==> src/design/drp_pkg.sv <==
// ----------------------------------------------------------------------------
// drp_pkg
// Shared widths, reset values, codes, state types and control structs for
// the dual-rate pacer with rate meter.
// ----------------------------------------------------------------------------
`timescale 1ns / 1ps
`default_nettype none

package drp_pkg;

  localparam int unsigned TIME_BITS_DEF  = 32;
  localparam int unsigned RATE_FRAC_DEF  = 8;

  localparam int unsigned DATA_W  = 32;   // periods, intervals, rates, counts
  localparam int unsigned WIN_W   = 40;   // window accumulator
  localparam int unsigned TOTAL_W = 48;   // running tick total
  localparam int unsigned PROD_W  = 52;   // count times one million
  localparam int unsigned CFG_IDX_W = 2;

  localparam logic [19:0]        US_PER_S = 20'd1000000;
  localparam logic [DATA_W-1:0]  MAX32    = '1;
  localparam logic [WIN_W-1:0]   MAX40    = '1;

  localparam logic [DATA_W-1:0] FRAME_PERIOD_RST = 32'd16667;
  localparam logic [DATA_W-1:0] TICK_PERIOD_RST  = 32'd50000;
  localparam logic [DATA_W-1:0] SAMPLE_RST       = 32'd1000000;
  localparam logic [DATA_W-1:0] GAP_RST          = 32'd1000000;

  typedef enum logic [CFG_IDX_W-1:0] {
    CFG_FRAME_PERIOD    = 2'd0,
    CFG_TICK_PERIOD     = 2'd1,
    CFG_SAMPLE_INTERVAL = 2'd2
  } cfg_idx_t;

  typedef enum logic [2:0] {
    SEQ_IDLE,
    SEQ_STEP,
    SEQ_F_LAUNCH,
    SEQ_F_WAIT,
    SEQ_T_LAUNCH,
    SEQ_T_WAIT,
    SEQ_DONE
  } seq_state_t;

  typedef enum logic [2:0] {
    DIV_IDLE,
    DIV_MUL,
    DIV_NORM,
    DIV_RUN,
    DIV_DONE
  } div_state_t;

  typedef enum logic {
    CH_FRAME,
    CH_TICK
  } ch_sel_t;

  typedef struct packed {
    logic    in_ready;
    logic    step;
    logic    div_start;
    ch_sel_t div_sel;
    logic    rate_load_f;
    logic    rate_load_t;
    logic    out_load;
  } seq_ctl_t;

  typedef struct packed {
    logic in_fire;
    logic pend_f;
    logic pend_t;
    logic div_done;
    logic out_free;
  } seq_stat_t;

endpackage

`default_nettype wire

==> src/design/drp_if.sv <==
// ----------------------------------------------------------------------------
// drp_if
// Handshake channels of the pacer: timestamp input, result output and
// configuration write.
// ----------------------------------------------------------------------------
`timescale 1ns / 1ps
`default_nettype none

interface drp_in_if import drp_pkg::*; ();
  logic              valid;
  logic              ready;
  logic [DATA_W-1:0] now_us;

  modport source (output valid, output now_us, input ready);
  modport sink   (input valid, input now_us, output ready);
endinterface

interface drp_out_if import drp_pkg::*; ();
  logic               valid;
  logic               ready;
  logic               frame_due;
  logic               tick_due;
  logic [DATA_W-1:0]  frame_interval_us;
  logic [DATA_W-1:0]  tick_interval_us;
  logic [TOTAL_W-1:0] ticks_total;
  logic [DATA_W-1:0]  frame_rate_q8;
  logic [DATA_W-1:0]  tick_rate_q8;

  modport source (output valid, output frame_due, output tick_due,
                  output frame_interval_us, output tick_interval_us,
                  output ticks_total, output frame_rate_q8, output tick_rate_q8,
                  input ready);
  modport sink   (input valid, input frame_due, input tick_due,
                  input frame_interval_us, input tick_interval_us,
                  input ticks_total, input frame_rate_q8, input tick_rate_q8,
                  output ready);
endinterface

interface drp_cfg_if import drp_pkg::*; ();
  logic                 valid;
  logic                 ready;
  logic [CFG_IDX_W-1:0] index;
  logic [DATA_W-1:0]    data;

  modport source (output valid, output index, output data, input ready);
  modport sink   (input valid, input index, input data, output ready);
endinterface

`default_nettype wire

==> src/design/drp_chan.sv <==
// ----------------------------------------------------------------------------
// drp_chan
// One pacing channel: elapsed-time check, interval capture, saturating
// window accumulator and event count, and the last measured rate.
// ----------------------------------------------------------------------------
`timescale 1ns / 1ps
`default_nettype none

module drp_chan import drp_pkg::*; #(
  parameter int unsigned TIME_BITS = TIME_BITS_DEF
) (
  input  wire logic                 clk,
  input  wire logic                 rst,
  input  wire logic [TIME_BITS-1:0] now,
  input  wire logic [DATA_W-1:0]    period,
  input  wire logic [DATA_W-1:0]    sample_interval,
  input  wire logic                 step,
  input  wire logic                 rate_load,
  input  wire logic [DATA_W-1:0]    rate_value,
  output logic                      due,
  output logic                      pend,
  output logic [DATA_W-1:0]         gap,
  output logic [DATA_W-1:0]         rate,
  output logic [WIN_W-1:0]          win_time,
  output logic [DATA_W-1:0]         win_count
);

  localparam int unsigned EW = (TIME_BITS > DATA_W) ? TIME_BITS : DATA_W;

  logic [TIME_BITS-1:0] last_time;
  logic [TIME_BITS-1:0] elapsed;
  logic [EW-1:0]        elapsed_x;
  logic                 fire;
  logic [DATA_W-1:0]    gap_next;
  logic [WIN_W:0]       win_sum;
  logic [WIN_W-1:0]     win_time_next;
  logic [DATA_W-1:0]    win_count_next;

  always_comb begin
    elapsed        = now - last_time;
    elapsed_x      = EW'(elapsed);
    fire           = !(elapsed_x < EW'(period));
    gap_next       = (elapsed_x > EW'(MAX32)) ? MAX32 : elapsed_x[DATA_W-1:0];
    win_sum        = (WIN_W+1)'(win_time) + (WIN_W+1)'(gap_next);
    win_time_next  = win_sum[WIN_W] ? MAX40 : win_sum[WIN_W-1:0];
    win_count_next = (win_count == MAX32) ? win_count : win_count + 1'b1;
  end

  always_ff @(posedge clk) begin
    if (rst) begin
      last_time <= '0;
      gap       <= GAP_RST;
      win_time  <= '0;
      win_count <= '0;
      rate      <= '0;
      pend      <= 1'b0;
      due       <= 1'b0;
    end else if (step) begin
      due <= fire;
      if (fire) begin
        last_time <= now;
        gap       <= gap_next;
        win_time  <= win_time_next;
        win_count <= win_count_next;
        pend      <= win_time_next > WIN_W'(sample_interval);
      end
    end else if (rate_load) begin
      // window closes once its rate is in
      rate      <= rate_value;
      win_time  <= '0;
      win_count <= '0;
      pend      <= 1'b0;
    end
  end

endmodule

`default_nettype wire

==> src/design/drp_div.sv <==
// ----------------------------------------------------------------------------
// drp_div
// Shared rate unit: count * 10^6 * 2^F / window, one restoring-division bit
// per cycle, result saturated to 32 bits.
// ----------------------------------------------------------------------------
`timescale 1ns / 1ps
`default_nettype none

module drp_div import drp_pkg::*; #(
  parameter int unsigned RATE_FRACTION_BITS = RATE_FRAC_DEF
) (
  input  wire logic              clk,
  input  wire logic              rst,
  input  wire logic              start,
  input  wire logic [DATA_W-1:0] count,
  input  wire logic [WIN_W-1:0]  window,
  output logic                   done,
  output logic [DATA_W-1:0]      quot
);

  localparam int unsigned NUM_W   = PROD_W + RATE_FRACTION_BITS;
  localparam int unsigned HI_W    = NUM_W - DATA_W;
  localparam int unsigned STEP_W  = $clog2(DATA_W);
  localparam logic [STEP_W-1:0] LAST_STEP = STEP_W'(DATA_W - 1);

  div_state_t state, state_next;

  logic [DATA_W-1:0] count_q;
  logic [WIN_W-1:0]  w_q;
  logic [PROD_W-1:0] prod;
  logic [WIN_W-1:0]  rem;
  logic [DATA_W-1:0] lo;
  logic [STEP_W-1:0] step_cnt;

  logic [NUM_W-1:0]  num;
  logic [HI_W-1:0]   hi;
  logic              sat;
  logic [WIN_W:0]    trial;
  logic [WIN_W-1:0]  diff;
  logic              ge;

  always_comb begin
    num   = NUM_W'(prod) << RATE_FRACTION_BITS;
    hi    = num[NUM_W-1:DATA_W];
    sat   = !((WIN_W+1)'(hi) < {1'b0, w_q});
    trial = {rem, lo[DATA_W-1]};
    diff  = trial[WIN_W-1:0] - w_q;
    ge    = !(trial < {1'b0, w_q});
  end

  always_comb begin
    state_next = state;
    case (state)
      DIV_IDLE: if (start) state_next = DIV_MUL;
      DIV_MUL:  state_next = DIV_NORM;
      DIV_NORM: state_next = sat ? DIV_DONE : DIV_RUN;
      DIV_RUN:  if (step_cnt == LAST_STEP) state_next = DIV_DONE;
      DIV_DONE: state_next = DIV_IDLE;
      default:  state_next = DIV_IDLE;
    endcase
  end

  always_comb begin
    case (state)
      DIV_DONE: done = 1'b1;
      default:  done = 1'b0;
    endcase
  end

  always_ff @(posedge clk) begin
    if (rst) begin
      state <= DIV_IDLE;
    end else begin
      state <= state_next;
    end
  end

  always_ff @(posedge clk) begin
    case (state)
      DIV_IDLE: begin
        if (start) begin
          count_q <= count;
          w_q     <= window;
        end
      end
      DIV_MUL: begin
        prod <= PROD_W'(count_q) * PROD_W'(US_PER_S);
      end
      DIV_NORM: begin
        // quotient of 2^32 or more saturates; else top part seeds remainder
        if (sat) begin
          quot <= MAX32;
        end else begin
          rem      <= WIN_W'(hi);
          lo       <= num[DATA_W-1:0];
          quot     <= '0;
          step_cnt <= '0;
        end
      end
      DIV_RUN: begin
        rem      <= ge ? diff : trial[WIN_W-1:0];
        quot     <= {quot[DATA_W-2:0], ge};
        lo       <= {lo[DATA_W-2:0], 1'b0};
        step_cnt <= step_cnt + 1'b1;
      end
      default: begin
      end
    endcase
  end

endmodule

`default_nettype wire

==> src/design/drp_seq.sv <==
// ----------------------------------------------------------------------------
// drp_seq
// Item sequencer: step both channels, run the rate unit for each channel
// whose window closed, then hand the result to the output register.
// ----------------------------------------------------------------------------
`timescale 1ns / 1ps
`default_nettype none

module drp_seq import drp_pkg::*; (
  input  wire logic      clk,
  input  wire logic      rst,
  input  wire seq_stat_t stat,
  output seq_ctl_t       ctl
);

  seq_state_t state, state_next;

  always_comb begin
    state_next = state;
    case (state)
      SEQ_IDLE:     if (stat.in_fire) state_next = SEQ_STEP;
      SEQ_STEP:     state_next = SEQ_F_LAUNCH;
      SEQ_F_LAUNCH: state_next = stat.pend_f ? SEQ_F_WAIT : SEQ_T_LAUNCH;
      SEQ_F_WAIT:   if (stat.div_done) state_next = SEQ_T_LAUNCH;
      SEQ_T_LAUNCH: state_next = stat.pend_t ? SEQ_T_WAIT : SEQ_DONE;
      SEQ_T_WAIT:   if (stat.div_done) state_next = SEQ_DONE;
      SEQ_DONE:     if (stat.out_free) state_next = SEQ_IDLE;
      default:      state_next = SEQ_IDLE;
    endcase
  end

  always_comb begin
    ctl = '0;
    case (state)
      SEQ_IDLE:     ctl.in_ready = 1'b1;
      SEQ_STEP:     ctl.step = 1'b1;
      SEQ_F_LAUNCH: begin
        ctl.div_sel   = CH_FRAME;
        ctl.div_start = stat.pend_f;
      end
      SEQ_F_WAIT:   ctl.rate_load_f = stat.div_done;
      SEQ_T_LAUNCH: begin
        ctl.div_sel   = CH_TICK;
        ctl.div_start = stat.pend_t;
      end
      SEQ_T_WAIT:   ctl.rate_load_t = stat.div_done;
      SEQ_DONE:     ctl.out_load = stat.out_free;
      default:      ctl = '0;
    endcase
  end

  always_ff @(posedge clk) begin
    if (rst) begin
      state <= SEQ_IDLE;
    end else begin
      state <= state_next;
    end
  end

endmodule

`default_nettype wire

==> src/design/dual_rate_pacer_with_rate_meter.sv <==
// ----------------------------------------------------------------------------
// dual_rate_pacer_with_rate_meter
// Frame and tick pacer on a microsecond timestamp, with interval capture,
// tick total and windowed rate measurement in Hz (fixed point).
// ----------------------------------------------------------------------------
//
//   channel   dir   handshake      carries
//   pace_in   in    valid/ready    now_us
//   pace_out  out   valid/ready    frame_due, tick_due, intervals, ticks_total,
//                                  frame_rate_q8, tick_rate_q8
//   cfg       in    valid/ready    index, data (0 frame period, 1 tick period,
//                                  2 sample interval); always ready
//
// For each channel whose window closes, an item also runs the shared rate
// unit (multiply, saturation check, 32 division steps and a done state);
// when that rate saturates, the division steps are skipped.
// Synchronous active-high reset loads the default periods and intervals and
// clears the rest of the channel state; no clearing pass is needed.
// A result waits in the output register while the next item is taken;
// the sequencer holds only at its final step until that register frees up.
`timescale 1ns / 1ps
`default_nettype none

module dual_rate_pacer_with_rate_meter import drp_pkg::*; #(
  parameter int unsigned TIME_BITS          = TIME_BITS_DEF,
  parameter int unsigned RATE_FRACTION_BITS = RATE_FRAC_DEF
) (
  input  wire logic clk,
  input  wire logic rst,
  drp_in_if.sink    pace_in,
  drp_out_if.source pace_out,
  drp_cfg_if.sink   cfg
);

  // Configuration registers
  logic [DATA_W-1:0] frame_period;
  logic [DATA_W-1:0] tick_period;
  logic [DATA_W-1:0] sample_interval;

  // Item and running state
  logic [TIME_BITS-1:0] now_q;
  logic [TOTAL_W-1:0]   tick_total;
  logic [TOTAL_W-1:0]   tick_total_next;

  // Output register
  logic out_valid;

  seq_ctl_t  ctl;
  seq_stat_t stat;

  // Channel views
  logic              f_due, f_pend;
  logic [DATA_W-1:0] f_gap, f_rate, f_cnt;
  logic [WIN_W-1:0]  f_win;
  logic              t_due, t_pend;
  logic [DATA_W-1:0] t_gap, t_rate, t_cnt;
  logic [WIN_W-1:0]  t_win;

  // Rate unit
  logic              div_done;
  logic [DATA_W-1:0] div_quot;
  logic [DATA_W-1:0] div_count;
  logic [WIN_W-1:0]  div_window;

  assign cfg.ready     = 1'b1;
  assign pace_in.ready = ctl.in_ready;

  // Configuration writes; an index past the list is dropped
  always_ff @(posedge clk) begin
    if (rst) begin
      frame_period    <= FRAME_PERIOD_RST;
      tick_period     <= TICK_PERIOD_RST;
      sample_interval <= SAMPLE_RST;
    end else if (cfg.valid) begin
      case (cfg_idx_t'(cfg.index))
        CFG_FRAME_PERIOD:    frame_period    <= cfg.data;
        CFG_TICK_PERIOD:     tick_period     <= cfg.data;
        CFG_SAMPLE_INTERVAL: sample_interval <= cfg.data;
        default: begin
        end
      endcase
    end
  end

  // Hold the timestamp for the duration of the item
  always_ff @(posedge clk) begin
    if (pace_in.valid && ctl.in_ready) begin
      now_q <= TIME_BITS'(pace_in.now_us);
    end
  end

  // Advance the wrapping tick total on a tick event; the tick flag of the
  // item stays put from its step until the result is loaded
  assign tick_total_next = tick_total + TOTAL_W'(t_due);

  always_ff @(posedge clk) begin
    if (rst) begin
      tick_total <= '0;
    end else if (ctl.out_load) begin
      tick_total <= tick_total_next;
    end
  end

  always_comb begin
    stat.in_fire  = pace_in.valid && ctl.in_ready;
    stat.pend_f   = f_pend;
    stat.pend_t   = t_pend;
    stat.div_done = div_done;
    stat.out_free = !out_valid || pace_out.ready;
  end

  // Only the operands at launch matter; the rate unit captures them
  assign div_count  = (ctl.div_sel == CH_TICK) ? t_cnt : f_cnt;
  assign div_window = (ctl.div_sel == CH_TICK) ? t_win : f_win;

  drp_seq u_seq (
    .clk  (clk),
    .rst  (rst),
    .stat (stat),
    .ctl  (ctl)
  );

  drp_chan #(.TIME_BITS(TIME_BITS)) u_frame (
    .clk             (clk),
    .rst             (rst),
    .now             (now_q),
    .period          (frame_period),
    .sample_interval (sample_interval),
    .step            (ctl.step),
    .rate_load       (ctl.rate_load_f),
    .rate_value      (div_quot),
    .due             (f_due),
    .pend            (f_pend),
    .gap             (f_gap),
    .rate            (f_rate),
    .win_time        (f_win),
    .win_count       (f_cnt)
  );

  drp_chan #(.TIME_BITS(TIME_BITS)) u_tick (
    .clk             (clk),
    .rst             (rst),
    .now             (now_q),
    .period          (tick_period),
    .sample_interval (sample_interval),
    .step            (ctl.step),
    .rate_load       (ctl.rate_load_t),
    .rate_value      (div_quot),
    .due             (t_due),
    .pend            (t_pend),
    .gap             (t_gap),
    .rate            (t_rate),
    .win_time        (t_win),
    .win_count       (t_cnt)
  );

  drp_div #(.RATE_FRACTION_BITS(RATE_FRACTION_BITS)) u_div (
    .clk    (clk),
    .rst    (rst),
    .start  (ctl.div_start),
    .count  (div_count),
    .window (div_window),
    .done   (div_done),
    .quot   (div_quot)
  );

  // Output register: load on the final step, drop valid once taken
  always_ff @(posedge clk) begin
    if (rst) begin
      out_valid <= 1'b0;
    end else if (ctl.out_load) begin
      out_valid <= 1'b1;
    end else if (pace_out.ready) begin
      out_valid <= 1'b0;
    end
  end

  always_ff @(posedge clk) begin
    if (ctl.out_load) begin
      pace_out.frame_due         <= f_due;
      pace_out.tick_due          <= t_due;
      pace_out.frame_interval_us <= f_gap;
      pace_out.tick_interval_us  <= t_gap;
      pace_out.ticks_total       <= tick_total_next;
      pace_out.frame_rate_q8     <= f_rate;
      pace_out.tick_rate_q8      <= t_rate;
    end
  end

  assign pace_out.valid = out_valid;

endmodule

`default_nettype wire

==> src/flat_wrapper.sv <==
// flat-port wrapper written by rule: the top's interface ports become plain ports
module dual_rate_pacer_with_rate_meter_flat import drp_pkg::*;
#(
  parameter int unsigned TIME_BITS          = TIME_BITS_DEF,
  parameter int unsigned RATE_FRACTION_BITS = RATE_FRAC_DEF
)
  (clk, rst, pace_in_valid, pace_in_now_us, pace_in_ready, pace_out_valid, pace_out_frame_due, pace_out_tick_due, pace_out_frame_interval_us, pace_out_tick_interval_us, pace_out_ticks_total, pace_out_frame_rate_q8, pace_out_tick_rate_q8, pace_out_ready, cfg_valid, cfg_index, cfg_data, cfg_ready);
  drp_in_if pace_in_i ();
  drp_out_if pace_out_i ();
  drp_cfg_if cfg_i ();
  input  wire logic clk;
  input  wire logic rst;
  input wire logic [$bits(pace_in_i.valid)-1:0] pace_in_valid;
  input wire logic [$bits(pace_in_i.now_us)-1:0] pace_in_now_us;
  output wire logic [$bits(pace_in_i.ready)-1:0] pace_in_ready;
  output wire logic [$bits(pace_out_i.valid)-1:0] pace_out_valid;
  output wire logic [$bits(pace_out_i.frame_due)-1:0] pace_out_frame_due;
  output wire logic [$bits(pace_out_i.tick_due)-1:0] pace_out_tick_due;
  output wire logic [$bits(pace_out_i.frame_interval_us)-1:0] pace_out_frame_interval_us;
  output wire logic [$bits(pace_out_i.tick_interval_us)-1:0] pace_out_tick_interval_us;
  output wire logic [$bits(pace_out_i.ticks_total)-1:0] pace_out_ticks_total;
  output wire logic [$bits(pace_out_i.frame_rate_q8)-1:0] pace_out_frame_rate_q8;
  output wire logic [$bits(pace_out_i.tick_rate_q8)-1:0] pace_out_tick_rate_q8;
  input wire logic [$bits(pace_out_i.ready)-1:0] pace_out_ready;
  input wire logic [$bits(cfg_i.valid)-1:0] cfg_valid;
  input wire logic [$bits(cfg_i.index)-1:0] cfg_index;
  input wire logic [$bits(cfg_i.data)-1:0] cfg_data;
  output wire logic [$bits(cfg_i.ready)-1:0] cfg_ready;
  assign pace_in_i.valid = pace_in_valid;
  assign pace_in_i.now_us = pace_in_now_us;
  assign pace_in_ready = pace_in_i.ready;
  assign pace_out_valid = pace_out_i.valid;
  assign pace_out_frame_due = pace_out_i.frame_due;
  assign pace_out_tick_due = pace_out_i.tick_due;
  assign pace_out_frame_interval_us = pace_out_i.frame_interval_us;
  assign pace_out_tick_interval_us = pace_out_i.tick_interval_us;
  assign pace_out_ticks_total = pace_out_i.ticks_total;
  assign pace_out_frame_rate_q8 = pace_out_i.frame_rate_q8;
  assign pace_out_tick_rate_q8 = pace_out_i.tick_rate_q8;
  assign pace_out_i.ready = pace_out_ready;
  assign cfg_i.valid = cfg_valid;
  assign cfg_i.index = cfg_index;
  assign cfg_i.data = cfg_data;
  assign cfg_ready = cfg_i.ready;
  dual_rate_pacer_with_rate_meter #(.TIME_BITS(TIME_BITS), .RATE_FRACTION_BITS(RATE_FRACTION_BITS)) u_core (.clk(clk), .rst(rst), .pace_in(pace_in_i), .pace_out(pace_out_i), .cfg(cfg_i));
endmodule
==> config.mk <==
export PLATFORM = sky130hd
export DESIGN_NAME = dual_rate_pacer_with_rate_meter_flat
export DESIGN_NICKNAME = d
export VERILOG_FILES = /design/src/design/drp_pkg.sv /design/src/design/drp_if.sv /design/src/design/drp_chan.sv /design/src/design/drp_div.sv /design/src/design/drp_seq.sv /design/src/design/dual_rate_pacer_with_rate_meter.sv /design/src/flat_wrapper.sv
export SDC_FILE = /design/constraint.sdc
export NUM_CORES = 2
export LEC_CHECK = 0
export BUFFER_PORTS_ARGS = -buffer_cell sky130_fd_sc_hd__buf_2
export CAP_MARGIN = 10
export CORE_MARGIN = 3
export CORE_UTILIZATION = 50
export DETAILED_ROUTE_END_ITERATION = 7
export GPL_ROUTABILITY_DRIVEN = 0
export PLACE_DENSITY_LB_ADDON = 0.15
export SLEW_MARGIN = 20
export SYNTH_ARGS = -nofsm -noshare
export SYNTH_HDL_FRONTEND = slang
export SYNTH_SLANG_ARGS = --single-unit
==> constraint.sdc <==
create_clock -name clk -period 10.93 [get_ports clk]
set_input_delay 1.093 -clock clk [delete_from_list [all_inputs] [get_ports clk]]
set_output_delay 1.093 -clock clk [all_outputs]
set_load 0.01 [all_outputs]
==> impl_metrics.env <==
export IMPL_status="finished clean"
export IMPL_io_buffers=250
export IMPL_cts_setup_buffers=0
export IMPL_crit_path_max_fanout=10
export IMPL_htree_num_levels=3
export IMPL_rsz0062_at_grt="false"
export IMPL_numCtsBuffers=99
export IMPL_synth_edff_count=423
export IMPL_drtPass1Iterations=6
export IMPL_slew_viol_final=0
export IMPL_clk_latency_ns=0.70
export IMPL_p_per_area_nw_per_um2=254
export IMPL_globalRouteOverflowTotal=0
export IMPL_ant_nets=0
export IMPL_area_delta_synth_final_pct=11.3
export IMPL_num_vias=41600
export IMPL_ys_ff_latch=914
export IMPL_slowest_delay_ns=0.71
export IMPL_grt_pass1_vias=39700
export IMPL_syn_inst=5639
export IMPL_cts_hold_buffers=0
export IMPL_syn_cell_area_sq_um=53800
export IMPL_synth_top_family_by_area="adder cells"
export IMPL_synth_compound_area_share_pct=14.4
export IMPL_worstSetupPathType="reg -> reg"
export IMPL_wl_met1_mm=68.2
export IMPL_fin_hold_ws_ns=0.424
export IMPL_cts_root_buf="clkbuf_16"
export IMPL_antenna_found_initial=2
export IMPL_setup_tns_ns=0
export IMPL_final_period_utilization_pct=78.0
export IMPL_die_y_um=334
export IMPL_startpoint="u_core.now_q[0]$_DFFE_PP_"
export IMPL_nNetsFinal=6497
export IMPL_synth_top_area_share_pct=23.6
export IMPL_regToRegStartpoint="u_core.now_q[0]$_DFFE_PP_"
export IMPL_power_mw=15.2
export IMPL_hp_class="reg -> reg"
export IMPL_setup_viol=0
export IMPL_wirelength_mm=147
export IMPL_dieArea_sq_um=112000
export IMPL_io_pins=252
export IMPL_p_leak_nw=24.7
export IMPL_dpl_hpwl_mm=109
export IMPL_timing_fmax_ghz=0.117
export IMPL_post_cts_resized=0
export IMPL_core_area_sq_um=106000
export IMPL_post_route_min_period_ns=8.52
export IMPL_synth_fp_nets=6328
export IMPL_slew_limit_headroom_pct=16.6
export IMPL_grt_pass1_wl_mm=230
export IMPL_numClockSinks=914
export IMPL_cp_arrival_ns=9.07
export IMPL_synth_area_top_cells="edfxtp_1, dfxtp_1, ha_1"
export IMPL_wl_met2_mm=65.6
export IMPL_worstMarginPinSlew_ns=1.24
export IMPL_viasPerCell=5.71
export IMPL_hold_violations=0
export IMPL_cp_required_ns=11.48
export IMPL_stdcell_count=7287
export IMPL_final_layout_size_suffix_gt1_share_pct=10.1
export IMPL_ys_types=98
export IMPL_synth_seq_area_share_pct=41.9
export IMPL_dp_cells=7097
export IMPL_fp_dieW_um=334
export IMPL_cpMaxStageDelayCell="xnor2_1"
export IMPL_synth_adder_area_share_pct=16.3
export IMPL_first_iter_violations=3363
export IMPL_drc_errors=0
export IMPL_yosys_area_share_simple_pct=14.4
export IMPL_ir_worst_vdd_mv=0.162
export IMPL_ys_warnings_count=0
export IMPL_synth_mux_area_share_pct=3.12
export IMPL_cts_tree="yes"
export IMPL_grt_max_degree=89
export IMPL_clock_path_buffers=3
export IMPL_maxCapViolCount=0
export IMPL_avgSynthCellArea_sq_um=9.54
export IMPL_critPathLaunchType="register"
export IMPL_synth_xor_area_share_pct=5.27
export IMPL_initial_utilization_pct=50.8
export IMPL_fin_util_pct=56.5
export IMPL_grt_usage_pct=26.1
export IMPL_hp_start="u_core.u_frame.gap[8]$_SDFFE_PP0P_"
export IMPL_route_met3_wl_mm=9.09
export IMPL_async_reset_ff_share_pct=0
export IMPL_synth_main_ff_cell="dfxtp_1"
export IMPL_dr_max_layer_used="met4"
export IMPL_num_rows=119
export IMPL_yosys_area_top_type="edfxtp_1"
export IMPL_crit_path_end_kind="register"
export IMPL_wl_per_cell_um=20.2
export IMPL_clk_pin_slew_worst_paths_ns=0.06
export IMPL_skew_ns=0.0521
==> state kept, by name, summed over array words and instances (netlist names), 40 cells and up <==
name / count
u_core.pace_out.ticks_total: 48
u_core.u_tick.win_time: 40
u_core.tick_total: 48
u_core.u_div.w_q: 40
u_core.u_frame.win_time: 40
u_core.u_div.rem: 40
u_core.u_div.prod: 46
==> cell usage after synthesis, types with 14 or more instances <==
master	count
o31ai_1	15
nor4_1	25
o21a_1	45
nor3_1	77
o21bai_1	27
a31oi_1	31
a21oi_1	499
fa_1	140
buf_2	14
or3_1	31
a21o_1	177
inv_1	408
ha_1	478
a211oi_1	38
dfxtp_1	491
and2_1	22
xor2_1	117
nand2_1	822
o21ai_0	198
nor2_1	365
o211ai_1	37
and3_1	65
mux2i_1	90
xnor2_1	207
nor2b_1	22
nand2b_1	32
a22oi_1	23
nand4_1	68
nand3_1	131
edfxtp_1	423
clkbuf_1	202
mux2_2	69
buf_1	21
and4_1	14
==> layout by cell type, fill, tap and decap left out, types with 25 or more instances in the layout <==
cell type	instances
nor3_1	76
nand3_1	129
clkbuf_16	102
xor2_1	117
nand4_1	68
fa_1	140
o21a_1	44
a21oi_1	498
dfxtp_1	491
nand2_1	820
buf_4	61
nand2b_1	31
or3_1	31
inv_1	407
edfxtp_1	423
ha_1	478
o21ai_0	198
nor4_1	25
a31oi_1	31
xnor2_1	207
and3_1	65
mux2_2	69
a211oi_1	38
mux2i_1	90
o211ai_1	37
o21bai_1	27
nor2_1	363
a21o_1	177
buf_2	249
==> cell families (layout without fill, tap and decap cells) <==
kind of cell,Yosys count,after routing
simple gates,1732,1732
compound gates,1237,1237
flops,914,914
buf+inv,654,909
fa+ha+maj,618,618
xor+xnor,324,324
mux,159,159
other cells,1,3
==> critical path: cells and delay by family (launching register included) <==
kind	cells	cell delay [ns]
DFF	1	0.35
buffers and inverters	2	0.34
xor gates and xnor gates	1	0.71
AOI/OAI and AO/OA	16	3.63
and+or+nand+nor	7	1.94
adders and majority gates	4	1.38
==> final timing paths <==
path / cells after the start / slack (ns) / end
setup / recovery: 30 / 2.41 / u_core.u_frame.pend$_SDFFE_PP0P_
hold reg to reg: 0 / 0.42 / u_core.pace_out.frame_interval_us[8]$_DFFE_PP_
setup reg to reg: 30 / 2.41 / u_core.u_frame.pend$_SDFFE_PP0P_
hold / removal: 0 / 0.42 / u_core.pace_out.frame_interval_us[8]$_DFFE_PP_
==> report_power, final <==
group / internal, mW / switching, mW
clock: 2.02 / 1.49
combinational: 2.78 / 4.56
sequential: 4.02 / 0.372
==> routing by layer <==
metal / GRT usage [%] / vias up
met5: 0 / -
met4: 7.98 / 0
met3: 3.32 / 226
met2: 41.0 / 1271
met1: 37.6 / 20000
li1: - / 20200
==> area by class of cell <==
cell class / count / area, sq um
Multi-Input combinational cell: 4071 / 28900
Antenna cell: 2 / 5.00
Fill cell: 9416 / 46100
Tap cell: 1391 / 1740
Clock inverter: 57 / 717
Timing Repair Buffer: 313 / 1760
Inverter: 409 / 1540
Sequential cell: 914 / 22500
Clock buffer: 130 / 2730
==> metrics by stage <==
step	setup WS [ns]	area (sq um)
6_report	2.41	59900
5_1_grt	1.97	59900
4_1_cts	2.54	59900
3_5_place_dp	2.62	56400
3_3_place_gp	2.76	56400
2_1_floorplan	1.67	53800
Note: power is estimated with default switching activity, not from simulation.
